## src/sv/temb_bank.sv

```systemverilog
// ----------------------------------------------------------------------------
// temb_bank
// One byte lane of the store: simple dual-port RAM, registered read.
// ----------------------------------------------------------------------------
`default_nettype none

module temb_bank #(
    parameter int DEPTH = 512,
    parameter int AW    = 9
) (
    input  wire logic          clk,
    input  wire logic          we,
    input  wire logic [AW-1:0] waddr,
    input  wire logic [7:0]    wdata,
    input  wire logic          re,
    input  wire logic [AW-1:0] raddr,
    output logic      [7:0]    rdata
);

    logic [7:0] mem [DEPTH];
    logic [7:0] rdata_reg;

    always_ff @(posedge clk)
    begin
        if (we)
        begin
            mem[waddr] <= wdata;
        end
        if (re)
        begin
            rdata_reg <= mem[raddr];
        end
    end

    assign rdata = rdata_reg;

endmodule

`default_nettype wire

```

## config.mk

```make
export PLATFORM = sky130hd
export DESIGN_NAME = temb_bank
export DESIGN_NICKNAME = d
export VERILOG_FILES = /design/src/sv/temb_bank.sv
export SDC_FILE = /design/constraint.sdc
export NUM_CORES = 2
export LEC_CHECK = 0
export BUFFER_PORTS_ARGS = -buffer_cell sky130_fd_sc_hd__buf_2
export CAP_MARGIN = 20
export CORE_MARGIN = 2
export CORE_UTILIZATION = 50
export CTS_CLUSTER_DIAMETER = 60
export CTS_CLUSTER_SIZE = 28
export DETAILED_ROUTE_END_ITERATION = 7
export HOLD_SLACK_MARGIN = 0.08
export PLACE_DENSITY = 0.61
export SLEW_MARGIN = 20
export SYNTH_ARGS = -nofsm -noshare
export SYNTH_HDL_FRONTEND = slang
export SYNTH_SLANG_ARGS = --single-unit
```

## constraint.sdc

```tcl
create_clock -name clk -period 4.1 [get_ports clk]
set_input_delay 1.025 -clock clk [delete_from_list [all_inputs] [get_ports clk]]
set_output_delay 1.025 -clock clk [all_outputs]
set_load 0.005 [all_outputs]
```

==> impl_metrics.csv <==
group,metric,value,unit
yosys,yosys_warnings,0,
worst_hold_path,whs_endpoint,"mem[6][2]$_DFFE_PP_",
timing,fmax,243,MHz
timing,period_share,100,%
layout,area_growth,13.4,%
worst_setup_path,critPathRequiredTime,4.91,ns
layout,seq_area,123000,sq um
global_route,grt_pass1_vias,82528,
routing,vias,83665,
clocking,h-tree-depth,5,
floorplanning,fp-row-count,207,
worst_setup_path,rr_startpoint,"mem[257][4]$_DFFE_PP_",
power_and_ir_drop,irDropWorstVdd,440,uV
clocking,cts_resized,0,
global_route,grt_antenna_before_repair,27,
clocking,cts.sinks,4104,
timing,worst_slack,-0.0165,ns
worst_setup_path,arrival,4.93,ns
floorplanning,core_area,318000,sq um
power_and_ir_drop,p_leak,58.7,nW
yosys,synth_nets,8059,
worst_setup_path,rrSetupSlack,0.58,ns
place,port_buffers,36,
routing,dr.pass1.iters,6,
worst_setup_path,crit_chain,"buf_8, or2_4, buf_12, buf_4, o221ai_1, nor3_1, nor4_1, buf_4, o311ai_0, buf_4, nor4_1, o2111a_1",
yosys,ys_seq_elements,4104,
routing,routedWlPerCell,32.5,microns
layout,multi_input_area,34000,sq um
global_route,grt_pass1_wl,612,mm
layout,nNetsFinal,8853,
worst_setup_path,path_common_cell,"buf_4",
yosys,syn_area,160000,sq um
power_and_ir_drop,finalPower,80.6,mW
routing,routed_wl,429,mm
timing,layout_min_cycle_time,4.12,ns
worst_setup_path,r2r_end,"rdata[4]$_DFFE_PP_",
worst_setup_path,cp_top_family,"simple AND/OR/NAND/NOR gates",
global_route,overflow,0,
layout,drive_gt1_share,24.4,%
routing,antenna_left,0,
global_route,grt_usage,26.3,%
timing,rsz0062_at_grt,"no",
floorplanning,dieWidth,570,microns
clocking,ctsHoldBuffers,0,
yosys,syn_area_per_cell,19.9,sq um
floorplanning,dieHeight,570,microns
outcome,violations,"setup timing",
worst_setup_path,crit_path_start_kind,"input port",
yosys,ys_types,50,
worst_setup_path,path_class,"in -> reg",
floorplanning,dieArea,325000,sq um
timing,worst_pin_slew,1.05,ns
yosys,synth-edff-count,4104,
worst_hold_path,whs_path_depth,1,
clocking,postCtsSetupRepairBufs,0,
timing,skew,0.0741,ns
timing,fin_setup_tns,-0.0165,ns
worst_setup_path,slowest_delay,0.78,ns
clocking,clk_pin_slew,0.09,ns
layout,fillers,23447,
floorplanning,num_io_pins,37,
job,max-cap-violations,0,
floorplanning,initial_core_util,50.3,%
global_route,grt_start_max_net_pins,115,
power_and_ir_drop,p_per_area,444,nW/um^2
worst_setup_path,cp_num_buf_inv,5,
layout,layout_common_cells,"edfxtp_1, buf_4, mux2i_1",
timing,setup_viol,1,
clocking,cts_buffers,273,
routing,drc_errors,0,
routing,via_per_inst,6.32,
place,place_hpwl,278,mm
layout,largest_reg_flops,4096,
yosys,syn_inst,8030,
clocking,clk_latency,0.94,ns
routing,initialDrtViolationCount,11337,
worst_setup_path,reg2reg_depth,9,
layout,mostFrequentLayoutCell,"edfxtp_1",
outcome,outcome,"finished, violations left",
yosys,synthArstFlopShare,0,%
worst_hold_path,min_from,"wdata[2]",
timing,slew_headroom,29.6,%
yosys,ys_seq_area_share,77.0,%
worst_setup_path,critPathMaxFanout,28,
yosys,synth_flop_cell,"edfxtp_1",
place,place_congestion,0.915,
worst_setup_path,crit_path_end_kind,"flop",
worst_hold_path,hold_class,"in -> reg",
clocking,cts_root_buffer,"clkbuf_16",
timing,hold_viol_final,0,
clocking,cts_tree,"yes",
clocking,cts_max_path_buffers,4,
worst_setup_path,critPathSlowestCell,"nor4_1",
timing,slew_viol_final,0,
synthesized netlist by cell type, types with 8 or more instances:
cell	instances	share of area [%]
nor3_1	109	0.34
nor3b_1	8	0.038
nand2_1	111	0.26
mux2i_1	797	5.0
and2_1	20	0.078
a22oi_1	61	0.29
nand4_1	32	0.13
clkbuf_1	265	0.62
buf_6	64	0.45
a211oi_1	17	0.080
o22ai_1	163	0.64
buf_2	57	0.18
buf_4	70	0.33
nor2_1	597	1.4
o31ai_1	13	0.061
o21ai_0	118	0.37
mux4_2	654	9.2
nand3_1	36	0.11
edfxtp_1	4104	77
buf_1	41	0.096
buf_8	11	0.10
a21oi_1	194	0.61
nor4_1	36	0.14
o2111a_1	8	0.056
o221ai_1	371	2.0
cell families after synthesis:
family,count (synthesis),share of synthesized area (%)
AOI/OAI and AO/OA,979,4.31
buffers and inverters,516,1.85
DFF,4104,77.0
muxes,1451,14.2
and+or+nand+nor,980,2.63
worst max-delay path by stage:
stage | from | to | slack [ns] | cells past startpoint
finish | raddr[1] | rdata[4]$_DFFE_PP_ | -0.02 | 12
global route | raddr[0] | rdata[2]$_DFFE_PP_ | 0.004 | 12
CTS | raddr[0] | rdata[2]$_DFFE_PP_ | 0.13 | 12
detailed placement | raddr[1] | rdata[2]$_DFFE_PP_ | -0.85 | 11
global placement | raddr[1] | rdata[2]$_DFFE_PP_ | -0.86 | 11
floorplan | raddr[0] | rdata[0]$_DFFE_PP_ | 0.96 | 10
routing by layer:
layer | GRT usage (%) | vias to the layer above | wire length (microns)
met1 | 38.3 | 44296 | 175000
met4 | 6.28 | 4 | 11000
li1 | - | 34998 | -
met2 | 41.5 | 3840 | 204000
met3 | 4.87 | 527 | 39500
met5 | 0 | - | 27
power breakdown:
| group | total [mW] | switching [mW] | internal [mW] | leakage, nW |
|---|---|---|---|---|
| Combinational | 4.61 | 2.99 | 1.62 | 17.2 |
| Clock | 29.8 | 15.7 | 14.1 | 4.59 |
| Sequential | 46.2 | 0.0403 | 46.1 | 36.9 |
| Total | 80.6 | 18.8 | 61.8 | 58.7 |
stage by stage:
step	instances	util [%]	cell area, sq um	worst slack, ns	hold WS (ns)
2_1_floorplan	8030	-	160000	0.964	1.01
3_3_place_gp	12727	54.0	172000	-0.862	1.27
3_5_place_dp	12729	54.0	172000	-0.846	1.25
4_1_cts	13228	57.0	181000	0.129	0.440
5_1_grt	13229	57.0	181000	0.00358	0.465
6_report	13233	57.0	182000	-0.0165	0.500
final cells by class:
cell class / count / share of cell area, %
antenna: 5 / 0.00689
tap: 4180 / 2.88
clock inverter: 208 / 1.39
multi-input combinational: 3410 / 18.8
clock buffer: 291 / 3.88
sequential: 4104 / 67.9
inverter: 3 / 0.0103
timing repair buffer: 1032 / 5.17
(Power assumes the default switching activity.)
